<file path="config.mk">
export PLATFORM = sky130hd
export DESIGN_NAME = h264_rtp_fua_packetizer_top
export DESIGN_NICKNAME = d
export VERILOG_FILES = /design/src/hdl/rtpfu_pkg.sv /design/src/hdl/rtpfu_front.sv /design/src/hdl/rtpfu_queue.sv /design/src/hdl/rtpfu_back.sv /design/src/hdl/h264_rtp_fua_packetizer_top.sv
export SDC_FILE = /design/constraint.sdc
export NUM_CORES = 1
export LEC_CHECK = 0
export BUFFER_PORTS_ARGS = -buffer_cell sky130_fd_sc_hd__buf_2
export CORE_UTILIZATION = 35
export CTS_CLUSTER_DIAMETER = 30
export DETAILED_ROUTE_END_ITERATION = 10
export GPL_TIMING_DRIVEN = 0
export SYNTH_ARGS = -nofsm -noshare
export SYNTH_HDL_FRONTEND = slang
export SYNTH_SLANG_ARGS = --single-unit
</file>
<file path="constraint.sdc">
create_clock -name clk -period 5 [get_ports clk]
set_clock_uncertainty 0.2 [all_clocks]
set_input_delay 0.25 -clock clk [delete_from_list [all_inputs] [get_ports clk]]
set_output_delay 0.25 -clock clk [all_outputs]
set_load 0.02 [all_outputs]
</file>
<file path="src/hdl/rtpfu_pkg.sv">
// shared types, constants and register map of the rtp fu-a packetizer
package rtpfu_pkg;

	// defaults of the top-level parameters
	localparam int LENGTH_BITS_DEF = 16;
	localparam int QUEUE_DEPTH_DEF = 4;

	// configuration port
	localparam int CFG_DATA_W  = 32;
	localparam int CFG_INDEX_W = 3;
	localparam logic [CFG_INDEX_W-1:0] REG_SYNC_SOURCE    = 3'd0;
	localparam logic [CFG_INDEX_W-1:0] REG_PAYLOAD_TYPE   = 3'd1;
	localparam logic [CFG_INDEX_W-1:0] REG_SINGLE_LIMIT   = 3'd2;
	localparam logic [CFG_INDEX_W-1:0] REG_FRAGMENT_CHUNK = 3'd3;
	localparam logic [CFG_INDEX_W-1:0] REG_TIMESTAMP_STEP = 3'd4;

	// register reset values
	localparam logic [31:0] DEF_SYNC_SOURCE    = 32'h6666_8899;
	localparam logic [6:0]  DEF_PAYLOAD_TYPE   = 7'd96;
	localparam logic [15:0] DEF_SINGLE_LIMIT   = 16'd1388;
	localparam logic [15:0] DEF_FRAGMENT_CHUNK = 16'd1400;
	localparam logic [15:0] DEF_TIMESTAMP_STEP = 16'(90000 / 25);

	// protocol constants
	localparam logic [7:0] RTP_VERSION_BYTE = 8'h80;
	localparam logic [4:0] FU_A_TYPE        = 5'd28;
	localparam logic [7:0] FU_START_BIT     = 8'h80;
	localparam logic [7:0] FU_END_BIT       = 8'h40;
	localparam logic [15:0] SEQ_RESET       = 16'd1;

	// byte positions walked by the back end for one command
	localparam int BYTE_IDX_W = 4;
	localparam logic [BYTE_IDX_W-1:0] IDX_HDR_FIRST = 4'd0;
	localparam logic [BYTE_IDX_W-1:0] IDX_HDR_LAST  = 4'd11;
	localparam logic [BYTE_IDX_W-1:0] IDX_FU_IND    = 4'd12;
	localparam logic [BYTE_IDX_W-1:0] IDX_FU_HDR    = 4'd13;
	localparam logic [BYTE_IDX_W-1:0] IDX_DATA      = 4'd14;

	// live configuration
	typedef struct packed {
		logic [31:0] sync_source;
		logic [6:0]  payload_type;
		logic [15:0] single_limit;
		logic [15:0] fragment_chunk;
		logic [15:0] timestamp_step;
	} cfg_t;

	// one classified input byte, handed from front to back
	typedef struct packed {
		logic        has_hdr;
		logic        has_fu;
		logic [15:0] seq;
		logic [31:0] ts;
		logic [7:0]  fu_ind;
		logic [7:0]  fu_hdr;
		logic [7:0]  data;
		logic        last_pkt;
		logic        last_nal;
	} cmd_t;

	// queue status
	typedef struct packed {
		logic full;
		logic empty;
	} q_stat_t;

endpackage

</file>
<file path="src/hdl/rtpfu_front.sv">
// front end: classifies nal bytes, keeps packet state, issues emit commands
module rtpfu_front
	import rtpfu_pkg::*;
#(
	parameter int LENGTH_BITS = LENGTH_BITS_DEF
) (
	input  logic        clk,
	input  logic        arst_n,
	input  cfg_t        cfg,
	input  logic        accept,
	input  logic [7:0]  data_byte,
	input  logic        first_of_nal,
	input  logic [15:0] nal_length,
	output logic        cmd_push,
	output cmd_t        cmd
);

	localparam int LW   = LENGTH_BITS;
	localparam int CMPW = (LW > 16) ? LW : 16;

	logic [15:0]   seq_q;
	logic [31:0]   ts_q;
	logic [7:0]    hdr_q;
	logic [LW-1:0] nal_left_q;
	logic [LW-1:0] chunk_left_q;
	logic          frag_q;
	logic          first_pend_q;

	logic [LW+15:0] len_wide;
	logic [LW-1:0]  len_raw;
	logic [LW-1:0]  len;
	logic [15:0]    chunk_cfg;
	logic           is_end;
	logic [LW-1:0]  chunk_cur;
	logic           fin;

	logic [15:0]   seq_d;
	logic [31:0]   ts_d;
	logic [7:0]    hdr_d;
	logic [LW-1:0] nal_left_d;
	logic [LW-1:0] chunk_left_d;
	logic          frag_d;
	logic          first_pend_d;

	// length field, low LENGTH_BITS, zero read as one
	assign len_wide  = {{LW{1'b0}}, nal_length};
	assign len_raw   = len_wide[LW-1:0];
	assign len       = (len_raw == '0) ? LW'(1) : len_raw;
	assign chunk_cfg = (cfg.fragment_chunk == 16'd0) ? 16'd1 : cfg.fragment_chunk;
	assign is_end    = CMPW'(nal_left_q) <= CMPW'(chunk_cfg);
	assign chunk_cur = (chunk_left_q != '0) ? chunk_left_q :
	                   (is_end ? nal_left_q : LW'(chunk_cfg));

	// classification and next state
	always_comb begin
		seq_d        = seq_q;
		ts_d         = ts_q;
		hdr_d        = hdr_q;
		nal_left_d   = nal_left_q;
		chunk_left_d = chunk_left_q;
		frag_d       = frag_q;
		first_pend_d = first_pend_q;
		fin          = 1'b0;
		cmd_push     = 1'b0;
		cmd.has_hdr  = 1'b0;
		cmd.has_fu   = 1'b0;
		cmd.seq      = seq_q;
		cmd.ts       = ts_q;
		cmd.fu_ind   = {hdr_q[7:5], FU_A_TYPE};
		cmd.fu_hdr   = {3'b000, hdr_q[4:0]};
		cmd.data     = data_byte;
		cmd.last_pkt = 1'b0;
		cmd.last_nal = 1'b0;
		if (accept) begin
			if (first_of_nal) begin
				hdr_d        = data_byte;
				chunk_left_d = '0;
				nal_left_d   = len - LW'(1);
				if ((CMPW'(len) > CMPW'(cfg.single_limit)) && (len != LW'(1))) begin
					// long nal: wait for the first payload byte to open a fragment
					frag_d       = 1'b1;
					first_pend_d = 1'b1;
				end else begin
					frag_d       = 1'b0;
					first_pend_d = 1'b0;
					cmd_push     = 1'b1;
					cmd.has_hdr  = 1'b1;
					seq_d        = seq_q + 16'd1;
					cmd.last_pkt = (len == LW'(1));
					cmd.last_nal = (len == LW'(1));
					fin          = (len == LW'(1));
				end
			end else if (nal_left_q != '0) begin
				cmd_push   = 1'b1;
				nal_left_d = nal_left_q - LW'(1);
				if (!frag_q) begin
					cmd.last_pkt = (nal_left_q == LW'(1));
					cmd.last_nal = (nal_left_q == LW'(1));
					fin          = (nal_left_q == LW'(1));
				end else begin
					// fragment opening: rtp header plus fu indicator and fu header
					if (chunk_left_q == '0) begin
						cmd.has_hdr  = 1'b1;
						cmd.has_fu   = 1'b1;
						seq_d        = seq_q + 16'd1;
						first_pend_d = 1'b0;
						cmd.fu_hdr   = {3'b000, hdr_q[4:0]}
						             | (first_pend_q ? FU_START_BIT : 8'h00)
						             | (is_end ? FU_END_BIT : 8'h00);
					end
					chunk_left_d = chunk_cur - LW'(1);
					cmd.last_pkt = (chunk_cur == LW'(1)) || (nal_left_q == LW'(1));
					cmd.last_nal = (nal_left_q == LW'(1));
					fin          = (nal_left_q == LW'(1));
				end
			end
			// nal done: advance timestamp, leave fragment mode
			if (fin) begin
				ts_d         = ts_q + 32'(cfg.timestamp_step);
				frag_d       = 1'b0;
				first_pend_d = 1'b0;
				chunk_left_d = '0;
			end
		end
	end

	// packet state registers
	always_ff @(posedge clk or negedge arst_n) begin
		if (!arst_n) begin
			seq_q        <= SEQ_RESET;
			ts_q         <= '0;
			hdr_q        <= '0;
			nal_left_q   <= '0;
			chunk_left_q <= '0;
			frag_q       <= 1'b0;
			first_pend_q <= 1'b0;
		end else begin
			seq_q        <= seq_d;
			ts_q         <= ts_d;
			hdr_q        <= hdr_d;
			nal_left_q   <= nal_left_d;
			chunk_left_q <= chunk_left_d;
			frag_q       <= frag_d;
			first_pend_q <= first_pend_d;
		end
	end

endmodule

</file>
<file path="src/hdl/rtpfu_queue.sv">
// short command queue between front and back end
module rtpfu_queue
	import rtpfu_pkg::*;
#(
	parameter int DEPTH = QUEUE_DEPTH_DEF
) (
	input  logic    clk,
	input  logic    arst_n,
	input  logic    push,
	input  cmd_t    push_cmd,
	input  logic    pop,
	output cmd_t    head_cmd,
	output q_stat_t stat
);

	localparam int PW = (DEPTH > 1) ? $clog2(DEPTH) : 1;
	localparam int CW = $clog2(DEPTH + 1);

	cmd_t          slot_q [DEPTH];
	logic [PW-1:0] wr_ptr_q;
	logic [PW-1:0] rd_ptr_q;
	logic [CW-1:0] count_q;

	assign stat.full  = (count_q == CW'(DEPTH));
	assign stat.empty = (count_q == '0);
	assign head_cmd   = slot_q[rd_ptr_q];

	// storage
	always_ff @(posedge clk) begin
		if (push) begin
			slot_q[wr_ptr_q] <= push_cmd;
		end
	end

	// pointers and fill count
	always_ff @(posedge clk or negedge arst_n) begin
		if (!arst_n) begin
			wr_ptr_q <= '0;
			rd_ptr_q <= '0;
			count_q  <= '0;
		end else begin
			if (push) begin
				wr_ptr_q <= (wr_ptr_q == PW'(DEPTH - 1)) ? '0 : wr_ptr_q + PW'(1);
			end
			if (pop) begin
				rd_ptr_q <= (rd_ptr_q == PW'(DEPTH - 1)) ? '0 : rd_ptr_q + PW'(1);
			end
			if (push && !pop) begin
				count_q <= count_q + CW'(1);
			end else if (pop && !push) begin
				count_q <= count_q - CW'(1);
			end
		end
	end

endmodule

</file>
<file path="src/hdl/rtpfu_back.sv">
// back end: expands commands into rtp packet beats through an output register
module rtpfu_back
	import rtpfu_pkg::*;
(
	input  logic        clk,
	input  logic        arst_n,
	input  cfg_t        cfg,
	input  q_stat_t     q_stat,
	input  cmd_t        head_cmd,
	output logic        q_pop,
	output logic        empty,
	input  logic        pop,
	output logic [7:0]  packet_byte,
	output logic        last_of_packet,
	output logic        last_of_nal
);

	cmd_t                  cmd_q;
	logic                  busy_q;
	logic [BYTE_IDX_W-1:0] idx_q;
	logic                  out_valid_q;
	logic [7:0]            byte_q;
	logic                  lp_q;
	logic                  ln_q;

	logic       out_free;
	logic       emit;
	logic [7:0] cur_byte;

	assign out_free = !out_valid_q || pop;
	assign emit     = busy_q && out_free;
	assign q_pop    = !q_stat.empty && (!busy_q || (emit && idx_q == IDX_DATA));

	// byte select for the current position
	always_comb begin
		case (idx_q)
			4'd0:         cur_byte = RTP_VERSION_BYTE;
			4'd1:         cur_byte = {1'b0, cfg.payload_type};
			4'd2:         cur_byte = cmd_q.seq[15:8];
			4'd3:         cur_byte = cmd_q.seq[7:0];
			4'd4:         cur_byte = cmd_q.ts[31:24];
			4'd5:         cur_byte = cmd_q.ts[23:16];
			4'd6:         cur_byte = cmd_q.ts[15:8];
			4'd7:         cur_byte = cmd_q.ts[7:0];
			4'd8:         cur_byte = cfg.sync_source[31:24];
			4'd9:         cur_byte = cfg.sync_source[23:16];
			4'd10:        cur_byte = cfg.sync_source[15:8];
			IDX_HDR_LAST: cur_byte = cfg.sync_source[7:0];
			IDX_FU_IND:   cur_byte = cmd_q.fu_ind;
			IDX_FU_HDR:   cur_byte = cmd_q.fu_hdr;
			default:      cur_byte = cmd_q.data;
		endcase
	end

	// command register
	always_ff @(posedge clk) begin
		if (q_pop) begin
			cmd_q <= head_cmd;
		end
	end

	// position sequencer
	always_ff @(posedge clk or negedge arst_n) begin
		if (!arst_n) begin
			busy_q <= 1'b0;
			idx_q  <= IDX_DATA;
		end else if (q_pop) begin
			busy_q <= 1'b1;
			idx_q  <= head_cmd.has_hdr ? IDX_HDR_FIRST : IDX_DATA;
		end else if (emit) begin
			if (idx_q == IDX_DATA) begin
				busy_q <= 1'b0;
			end else if (idx_q == IDX_HDR_LAST && !cmd_q.has_fu) begin
				idx_q <= IDX_DATA;
			end else begin
				idx_q <= idx_q + BYTE_IDX_W'(1);
			end
		end
	end

	// output beat register
	always_ff @(posedge clk or negedge arst_n) begin
		if (!arst_n) begin
			out_valid_q <= 1'b0;
		end else if (emit) begin
			out_valid_q <= 1'b1;
		end else if (pop) begin
			out_valid_q <= 1'b0;
		end
	end

	always_ff @(posedge clk) begin
		if (emit) begin
			byte_q <= cur_byte;
			lp_q   <= (idx_q == IDX_DATA) && cmd_q.last_pkt;
			ln_q   <= (idx_q == IDX_DATA) && cmd_q.last_nal;
		end
	end

	assign empty          = !out_valid_q;
	assign packet_byte    = byte_q;
	assign last_of_packet = lp_q;
	assign last_of_nal    = ln_q;

endmodule

</file>
<file path="src/hdl/h264_rtp_fua_packetizer_top.sv">
// top level of the h.264 rtp fu-a packetizer: config registers, front, queue, back
//
// Input channel: one nal byte per beat on data_byte; first_of_nal marks the nal
// header byte, and nal_length (total bytes, header included) is read on that beat.
// A beat is taken when push is high and full is low.
// Output channel: rtp packet bytes, oldest first, on packet_byte with
// last_of_packet and last_of_nal; a beat is taken when pop is high and empty low.
// Configuration: cfg_we writes cfg_data into register cfg_index (0 ssrc,
// 1 payload type, 2 single limit, 3 fragment chunk, 4 timestamp step); write only
// while the block is idle.
// Throughput: payload bytes pass at one per cycle while the receiver pops. Each packet
// start makes the back end first send the 12-byte rtp header (plus the fu indicator
// and fu header for an fu-a fragment); the front keeps taking bytes into the command
// queue (QUEUE_DEPTH entries) and raises full when all entries are taken.
// An accepted byte passes a queue slot, the command register and the output register.
// Reset clears all packet state (sequence number 1, timestamp 0) and loads the
// default register values. A stalled receiver holds the output register; the
// queue then fills and full stops the input side, with no beat lost.
module h264_rtp_fua_packetizer_top
	import rtpfu_pkg::*;
#(
	parameter int LENGTH_BITS = LENGTH_BITS_DEF,
	parameter int QUEUE_DEPTH = QUEUE_DEPTH_DEF
) (
	input  logic                   clk,
	input  logic                   arst_n,
	input  logic                   cfg_we,
	input  logic [CFG_INDEX_W-1:0] cfg_index,
	input  logic [CFG_DATA_W-1:0]  cfg_data,
	input  logic                   push,
	output logic                   full,
	input  logic [7:0]             data_byte,
	input  logic                   first_of_nal,
	input  logic [15:0]            nal_length,
	output logic                   empty,
	input  logic                   pop,
	output logic [7:0]             packet_byte,
	output logic                   last_of_packet,
	output logic                   last_of_nal
);

	cfg_t    cfg_q;
	logic    accept;
	logic    cmd_push;
	cmd_t    cmd;
	cmd_t    head_cmd;
	logic    q_pop;
	q_stat_t q_stat;

	// configuration registers
	always_ff @(posedge clk or negedge arst_n) begin
		if (!arst_n) begin
			cfg_q.sync_source    <= DEF_SYNC_SOURCE;
			cfg_q.payload_type   <= DEF_PAYLOAD_TYPE;
			cfg_q.single_limit   <= DEF_SINGLE_LIMIT;
			cfg_q.fragment_chunk <= DEF_FRAGMENT_CHUNK;
			cfg_q.timestamp_step <= DEF_TIMESTAMP_STEP;
		end else if (cfg_we) begin
			case (cfg_index)
				REG_SYNC_SOURCE:    cfg_q.sync_source    <= cfg_data;
				REG_PAYLOAD_TYPE:   cfg_q.payload_type   <= cfg_data[6:0];
				REG_SINGLE_LIMIT:   cfg_q.single_limit   <= cfg_data[15:0];
				REG_FRAGMENT_CHUNK: cfg_q.fragment_chunk <= cfg_data[15:0];
				REG_TIMESTAMP_STEP: cfg_q.timestamp_step <= cfg_data[15:0];
				default: ;
			endcase
		end
	end

	assign full   = q_stat.full;
	assign accept = push && !q_stat.full;

	rtpfu_front #(
		.LENGTH_BITS(LENGTH_BITS)
	) u_front (
		.clk         (clk),
		.arst_n      (arst_n),
		.cfg         (cfg_q),
		.accept      (accept),
		.data_byte   (data_byte),
		.first_of_nal(first_of_nal),
		.nal_length  (nal_length),
		.cmd_push    (cmd_push),
		.cmd         (cmd)
	);

	rtpfu_queue #(
		.DEPTH(QUEUE_DEPTH)
	) u_queue (
		.clk     (clk),
		.arst_n  (arst_n),
		.push    (cmd_push),
		.push_cmd(cmd),
		.pop     (q_pop),
		.head_cmd(head_cmd),
		.stat    (q_stat)
	);

	rtpfu_back u_back (
		.clk           (clk),
		.arst_n        (arst_n),
		.cfg           (cfg_q),
		.q_stat        (q_stat),
		.head_cmd      (head_cmd),
		.q_pop         (q_pop),
		.empty         (empty),
		.pop           (pop),
		.packet_byte   (packet_byte),
		.last_of_packet(last_of_packet),
		.last_of_nal   (last_of_nal)
	);

	// end of a nal always closes its packet
	a_nal_closes_packet: assert property (@(posedge clk) disable iff (!arst_n)
		!empty && last_of_nal |-> last_of_packet)
		else $error("last_of_nal without last_of_packet");

	// front never writes a full queue
	a_no_overflow: assert property (@(posedge clk) disable iff (!arst_n)
		cmd_push |-> !q_stat.full)
		else $error("command queue overflow");

	// back never reads an empty queue
	a_no_underflow: assert property (@(posedge clk) disable iff (!arst_n)
		q_pop |-> !q_stat.empty)
		else $error("command queue underflow");

endmodule

</file>
Word level (Yosys, flattened, before mapping)
Memories as Yosys holds them, arrays and structs flattened.
Cells that the tools add are included.
{ "totals": {"reg_bits": 275, "ramBits": 284, "out_inout_bits": 12, "word_cells": 190, "mem_count": 1} }
{ "mem_list": {"columns": ["memory", "depth", "width", "read_ports", "rd_clocked_by_memory_dff", "wr", "line_no", "text"], "rows": [
  ["u_queue.slot_q", 4, 71, 1, 0, 1, "rtpfu_queue.sv:19", "cmd_t slot_q [DEPTH];"]
]} }
{ "classes": {"n_addsub": 10, "magnitude_cmp": 2, "n_eq_ne": 27, "muxes": 66, "n_bitwise": 2, "n_reduce_logical": 53} }
{ "ops": {"columns": ["op", "n"], "rows": [
  ["$mux W16", 15],
  ["$pmux W8 S14", 1],
  ["$eq A16 B1 Y1 const B", 3],
  ["$logic_not A16 Y1", 3],
  ["$mux W8", 6],
  ["$sub A16 B1 Y16 const B", 3],
  ["$add A32 B16 Y32", 1],
  ["$reduce_bool A16 Y1", 2],
  ["$eq A4 B4 Y1 const B", 7],
  ["$mux W1", 25],
  ["$mux W2", 11],
  ["$reduce_and A2 Y1", 11],
  ["$mux W4", 5],
  ["$add A16 B1 Y16 const B", 1],
  ["$eq A4 B3 Y1 const B", 4],
  ["$gt A16 B16 Y1", 1],
  ["$le A16 B16 Y1", 1],
  ["$ne A16 B1 Y1 const B", 1],
  ["$reduce_bool A2 Y1", 8],
  ["$logic_and A1 B1 Y1", 10],
  ["$reduce_bool A3 Y1", 3],
  ["$eq A4 B2 Y1 const B", 2],
  ["$or A5 B8 Y8", 1],
  ["$or A8 B8 Y8", 1],
  ["other kinds (19)", 34]
]} }

Logic depth before layout (Yosys ltp)
{ "logic_depth": {"depth_word": 11, "ltp_mapped": 19, "depth_no_buf": 18} }

By module
Synthesis repeated with hierarchy kept, for this count alone.
{ "unflattened": {"cells_unflattened": 1725, "hier_area_um2": 25743.4} }
{ "modules_own_cells": {"columns": ["mod", "n_inst", "cells_per_inst", "area_each_um2"], "rows": [
  ["rtpfu_queue", 1, 435, 11394.7],
  ["rtpfu_front", 1, 835, 6885.4],
  ["rtpfu_back", 1, 266, 3996.3],
  ["h264_rtp_fua_packetizer_top", 1, 189, 3467.1]
]} }

Worst setup path after synthesis
No wires, ideal clock.
{ "synth_path": {"path_type": "input -> register", "from": "input port nal_length[5]", "to": "memory u_queue.slot_q[0][0] (netlist name), enable pin", "setup_time_ps": 436, "arrival_ps": 4017, "required_time_ps": 4364, "slack_ps": 347, "path_stages": 10, "path_buffers": 1, "path_cell_list": "or4_4 > or3_1 > buf_2 > nor2_1 > a21oi_1 > ha_1 > nand4_1 > o31a_1 > o21ai_1 > and3_1"} }
{ "synth_between": {"elab_chain_len": 9} }
{ "synth_rtl": {"columns": ["element", "line_no", "text"], "rows": [
  ["start: declaration", "h264_rtp_fua_packetizer_top.sv:34", "input logic [15:0] nal_length,"],
  ["$logic_not A16 Y1", "rtpfu_front.sv:48", "assign len = (len_raw == '0) ? LW'(1) : len_raw;"],
  ["$mux W16 *", "rtpfu_front.sv:48", null],
  ["$gt A16 B16 Y1 or $ne A16 B1 Y1 (tied branches)", "rtpfu_front.sv:79", "if ((CMPW'(len) > CMPW'(cfg.single_limit)) && (len != LW'(1))) begin"],
  ["$logic_and A1 B1 Y1 *", "rtpfu_front.sv:79", null],
  ["$mux W1 *", "rtpfu_front.sv:79", null],
  ["$mux W1 *", "rtpfu_front.sv:75", "if (first_of_nal) begin"],
  ["$mux W1 *", "rtpfu_front.sv:74", "if (accept) begin"],
  ["$mux W1 *", "rtpfu_queue.sv:30", "if (push) begin"],
  ["$mux W1 (not written as such) *", "rtpfu_queue.sv:31", "slot_q[wr_ptr_q] <= push_cmd;"],
  ["end: declaration", "rtpfu_queue.sv:19", null]
]} }
Mark *: on every way between the ends. The rest lies on a longest branch, timed or not.

Final worst setup path
{ "layout_path": {"from": "register cfg_q[25] (netlist name)", "to": "register u_front.chunk_left_q[11]"} }
{ "layout_between": {"elab_chain_len": 10} }
{ "layout_rtl": {"columns": ["element", "line_no", "text"], "rows": [
  ["start: declaration", "h264_rtp_fua_packetizer_top.sv:42", "cfg_t cfg_q;"],
  ["$logic_not A16 Y1", "rtpfu_front.sv:49", "assign chunk_cfg = (cfg.fragment_chunk == 16'd0) ? 16'd1 : cfg.fragment_chunk;"],
  ["$mux W16 *", "rtpfu_front.sv:49", null],
  ["$le A16 B16 Y1", "rtpfu_front.sv:50", "assign is_end = CMPW'(nal_left_q) <= CMPW'(chunk_cfg);"],
  ["$mux W16 *", "rtpfu_front.sv:52", "(is_end ? nal_left_q : LW'(chunk_cfg));"],
  ["$mux W16 *", "rtpfu_front.sv:51", "assign chunk_cur = (chunk_left_q != '0) ? chunk_left_q :"],
  ["$sub A16 B1 Y16 *", "rtpfu_front.sv:111", "chunk_left_d = chunk_cur - LW'(1);"],
  ["$mux W16 *", "rtpfu_front.sv:96", "if (!frag_q) begin"],
  ["$mux W16 *", "rtpfu_front.sv:93", "end else if (nal_left_q != '0) begin"],
  ["$mux W16 *", "rtpfu_front.sv:75", null],
  ["$mux W16 *", "rtpfu_front.sv:118", "if (fin) begin"],
  ["end signal: assignment", "rtpfu_front.sv:142", "chunk_left_q <= chunk_left_d;"],
  ["end: declaration", "rtpfu_front.sv:25", "logic [LW-1:0] chunk_left_q;"]
]} }
Mark *: on every way between the ends. The rest lies on a longest branch, timed or not. The select of a mux whose other input is x is not followed.
A chain may end at the register's enable or synchronous reset.

==> PnR_summary.wiki <==
{| class="wikitable"
! Metric !! Value
|-
| Status || finished, final reports clean
|-
| Maximum vdd drop || 0.344 mV
|-
| Largest driver fanout on the critical path || 10
|-
| Worst-path cell chain || nor4_1 -> a41oi_1 -> inv_1 -> ha_1 -> nand2b_1 -> a21oi_1 -> o21ai_1 -> and3_1 -> buf_2 -> buf_2 -> o211ai_1 -> nor4_1 -> nand3_1 -> or3_1 -> a32o_1
|-
| All-layer global routing usage || 0.184
|-
| Final global-route overflow total || 0
|-
| #FFs+latches synth || 549
|-
| Leading cell types by total area after synthesis || sky130_fd_sc_hd__edfxtp_1 (45%), sky130_fd_sc_hd__dfrtp_1 (16%), sky130_fd_sc_hd__mux4_2 (6.7%)
|-
| Count of TritonRoute iterations in the first routing pass || 8
|-
| Gate count of the mapped netlist || 1,672
|-
| Count of flip-flops with a built-in enable after synthesis || 359
|-
| Number of global-route vias before repair || 15,800
|-
| Number of nets produced by synthesis || 1,804
|-
| Clock Root Buffer || sky130_fd_sc_hd__clkbuf_16
|-
| Vertical die dimension || 264 um
|-
| Number of max-cap violations || 0
|-
| Setup repair after global routing missed its margin || no
|-
| Remaining antenna violation count after routing || 0
|-
| CTS Buf Count || 106
|-
| Area fraction of the dominant cell type after synthesis || 0.448
|-
| Slew Limit Fails || 0
|-
| Post-synth top flop || sky130_fd_sc_hd__edfxtp_1
|-
| Clock H-tree levels || 3
|-
| Effective utilization at floorplan || 0.356
|-
| Met1 WL || 28.8 mm
|-
| Start-to-end type of the worst setup path || flop to flop
|-
| Final HPWL DP || 42.8 mm
|-
| Worst setup margin || 339 ps
|-
| Most repeated cell in the gate-level netlist after synthesis || sky130_fd_sc_hd__edfxtp_1
|-
| Largest net degree at the start of global routing || 106
|-
| Signed area change from the synthesized netlist to the final layout || 25.8%
|-
| Top routing layer used || met4
|-
| Wire length after detailed routing || 63.0 mm
|-
| FF-to-FF path depth || 15
|-
| Port bufs || 75
|-
| Final design instance area without fill || 0.0303 mm2
|-
| Core ar. || 0.0675 mm2
|-
| Hold violation total from the final report || 0
|-
| Critical path capture point type || flop
|-
| Nets@finish || 2,062
|-
| Share of synthesized registers carrying an async set or reset || 0.346
|-
| # diodes || 0
|-
| Critical Path Slowest Stage Cell || sky130_fd_sc_hd__nor4_1
|-
| WP data required || 5300 ps
|-
| Number of DRC markers in iteration 0 || 1,253
|-
| Fillcell total || 5,907
|-
| # setup viols final || 0
|-
| Cell Rows || 95
|-
| Vias after detailed routing || 15,500
|-
| Peak clock frequency supported by timing || 215 MHz
|-
| Routed wire length per instance || 21.8 um
|-
| Global placement routability congestion || 0.894
|-
| DRC violation count after routing || 0
|-
| Overall die width || 264 um
|-
| Share of layout cells above drive strength 1 || 0.237
|-
| Min cycle time layout || 4660 ps
|-
| Sequential element share of the synthesized area || 0.648
|-
| Worst slack, placed || -38.3 ps
|-
| Placed standard-cell area || 0.0257 mm2
|-
| Leak || 11.3 nW
|-
| Launching element type of the critical path || flop
|-
| Initial antenna violation count || 1
|-
| Clock-pin slew on the worst setup and hold paths || 40 ps
|-
| Worst hold path type || primary input to async pin
|-
| Number of sinks driven by the clock tree || 549
|-
| Worst hold margin || 26.2 ps
|-
| Commonest cells in the netlist || sky130_fd_sc_hd__edfxtp_1 (359), sky130_fd_sc_hd__dfrtp_1 (154), sky130_fd_sc_hd__nand2_1 (113), sky130_fd_sc_hd__mux2_2 (86), sky130_fd_sc_hd__o21ai_0 (79)
|-
| Post-synthesis instance area || 0.0240 mm2
|-
| Yosys warnings || 0
|-
| Arr. time, crit path || 4960 ps
|-
| I/O pin total || 77
|-
| Clock latency on the worst-skew pair || 670 ps
|-
| Library cell occupying the most area in the post-synthesis netlist || sky130_fd_sc_hd__edfxtp_1
|-
| Routed length on met3 || 3.77 mm
|-
| Max Buffers Root-to-Sink || 3
|-
| Tightest slew margin relative to the limit || 0.212
|-
| Post-synth cell types || 75
|-
| TritonCTS clock tree || built
|-
| Slew at the pin with the worst max-slew slack || 1170 ps
|-
| Total Neg Setup Slack || 0 ps
|-
| Mean area per synthesized cell || 14.4 um2
|-
| Crit share post-route || 0.932
|-
| Areal power density over the cells || 647 mW/mm2
|-
| Post-detailed-route via-to-cell ratio || 5.34
|-
| Floorplan die area || 0.0698 mm2
|-
| Crit path largest cell delay || 920 ps
|-
| Routed wire length on met2 || 29.2 mm
|-
| Count of buffers added by post-CTS timing repair for setup || 0
|-
| First-pass GRT wire length || 96.9 mm
|}
[metal layers]
| metal | track usage | vias up |
|---|---|---|
| li1 | - | 6942 |
| met1 | 0.259 | 7919 |
| met2 | 0.285 | 492 |
| met3 | 0.0378 | 98 |
| met4 | 0.0552 | 0 |
| met5 | 0 | - |
[worst max-delay path: cells and delay by family, from the launching register on]
kind	cells	cell delay, ps
buffers and inverters	3	590
flip-flops	1	460
AND/OR/NAND/NOR	6	2250
adder cells (fa/ha/maj)	1	140
AO/OA/AOI/OAI	5	880
[cells by family (layout without fill, tap and decap cells)]
family          count (synthesis)  after routing  synth area share
flops                         549            549             0.648
buf+inv                       148            498            0.0239
xor+xnor                       69             69            0.0251
simple gates                  392            392            0.0825
compound gates                282            282            0.0749
fa+ha+maj                      67             67            0.0355
mux                           165            165             0.110
[layout by cell type (no fill, tap or decap), types with 14 or more instances in the layout]
| master | instances |
|---|---|
| sky130_fd_sc_hd__a21oi_1 | 72 |
| sky130_fd_sc_hd__and2_1 | 16 |
| sky130_fd_sc_hd__and3_1 | 14 |
| sky130_fd_sc_hd__buf_2 | 80 |
| sky130_fd_sc_hd__bufinv_16 | 19 |
| sky130_fd_sc_hd__clkbuf_1 | 80 |
| sky130_fd_sc_hd__clkbuf_16 | 107 |
| sky130_fd_sc_hd__clkinv_2 | 14 |
| sky130_fd_sc_hd__dfrtp_1 | 154 |
| sky130_fd_sc_hd__dfstp_2 | 36 |
| sky130_fd_sc_hd__dlygate4sd3_1 | 69 |
| sky130_fd_sc_hd__edfxtp_1 | 359 |
| sky130_fd_sc_hd__ha_1 | 65 |
| sky130_fd_sc_hd__inv_1 | 57 |
| sky130_fd_sc_hd__mux2_2 | 86 |
| sky130_fd_sc_hd__mux4_2 | 71 |
| sky130_fd_sc_hd__nand2_1 | 113 |
| sky130_fd_sc_hd__nand3_1 | 41 |
| sky130_fd_sc_hd__nand4_1 | 27 |
| sky130_fd_sc_hd__nor2_1 | 72 |
| sky130_fd_sc_hd__nor3_1 | 28 |
| sky130_fd_sc_hd__nor4_1 | 17 |
| sky130_fd_sc_hd__o211ai_1 | 14 |
| sky130_fd_sc_hd__o21ai_0 | 79 |
| sky130_fd_sc_hd__xnor2_1 | 29 |
| sky130_fd_sc_hd__xor2_1 | 40 |
[stage by stage]
| step | power [mW] | utilization | instances |
|---|---|---|---|
| final | 19.6 | 0.448 | 2895 |
| after global routing | 20.5 | 0.448 | 2895 |
| after CTS | 19.7 | 0.448 | 2895 |
| after detailed placement | 12.1 | 0.380 | 2626 |
| after global placement | 11.9 | 0.378 | 2620 |
| after floorplan | 10.3 | - | 1672 |
[report_power, final]
group / internal (mW) / switching (mW) / leakage, nW
Combinational: 2.00 / 2.97 / 3.91
Sequential: 6.35 / 0.762 / 5.53
Clock: 5.01 / 2.48 / 1.87
Total: 13.3 / 6.21 / 11.3
[final cells by class]
| type | instances | area (um2) | area share |
|---|---|---|---|
| Buffer | 89 | 349 | 0.0115 |
| Sequential cell | 549 | 15600 | 0.515 |
| Timing Repair Buffer | 150 | 1220 | 0.0403 |
| Tap cell | 873 | 1090 | 0.0361 |
| Inverter | 59 | 229 | 0.00757 |
| Multi-Input combinational cell | 975 | 7940 | 0.262 |
| Clock inverter | 78 | 1070 | 0.0354 |
| Clock buffer | 122 | 2770 | 0.0917 |
[what timing repair did]
action | 4_1_cts | 5_1_grt
endpoints found under the hold margin | 229 | 0
hold buffers | 69 | 0
gates resized for setup | 1 | 3
setup endpoints to repair | 4 | 6
pin swaps | 0 | 0
[path summary, 6_finish.rpt]
| path | startpoint | endpoint | slack (ps) |
|---|---|---|---|
| setup / recovery | cfg_q[25]$_DFFE_PN0P_ | u_front.chunk_left_q[11]$_DFFE_PN0P_ | 340 |
| min in group clk | nal_length[1] | u_front.nal_left_q[1]$_DFFE_PN0P_ | 50 |
| max in group asynchronous | arst_n | u_front.ts_q[24]$_DFFE_PN0P_ | 3560 |
| setup reg to reg | cfg_q[25]$_DFFE_PN0P_ | u_front.chunk_left_q[11]$_DFFE_PN0P_ | 340 |
| hold reg to reg | u_front.first_pend_q$_DFFE_PN0P_ | u_front.first_pend_q$_DFFE_PN0P_ | 300 |
| hold / removal | arst_n | u_front.nal_left_q[9]$_DFFE_PN0P_ | 30 |
[sequential cells by signal (all words and copies together) (netlist names)]
register               cells
u_back.packet_byte         8
cfg_q                     87
u_queue.slot_q           280
u_back.last_of_nal         1
u_back.cmd_q              69
u_queue.rd_ptr_q           2
u_front.ts_q              32
u_back.idx_q               4
u_queue.count_q            3
u_front.seq_q             16
u_back.out_valid_q         1
u_front.first_pend_q       1
u_back.busy_q              1
u_back.last_of_packet      1
u_front.frag_q             1
u_queue.wr_ptr_q           2
u_front.chunk_left_q      16
u_front.nal_left_q        16
u_front.hdr_q              8
Power figures use the tool's default switching activity.
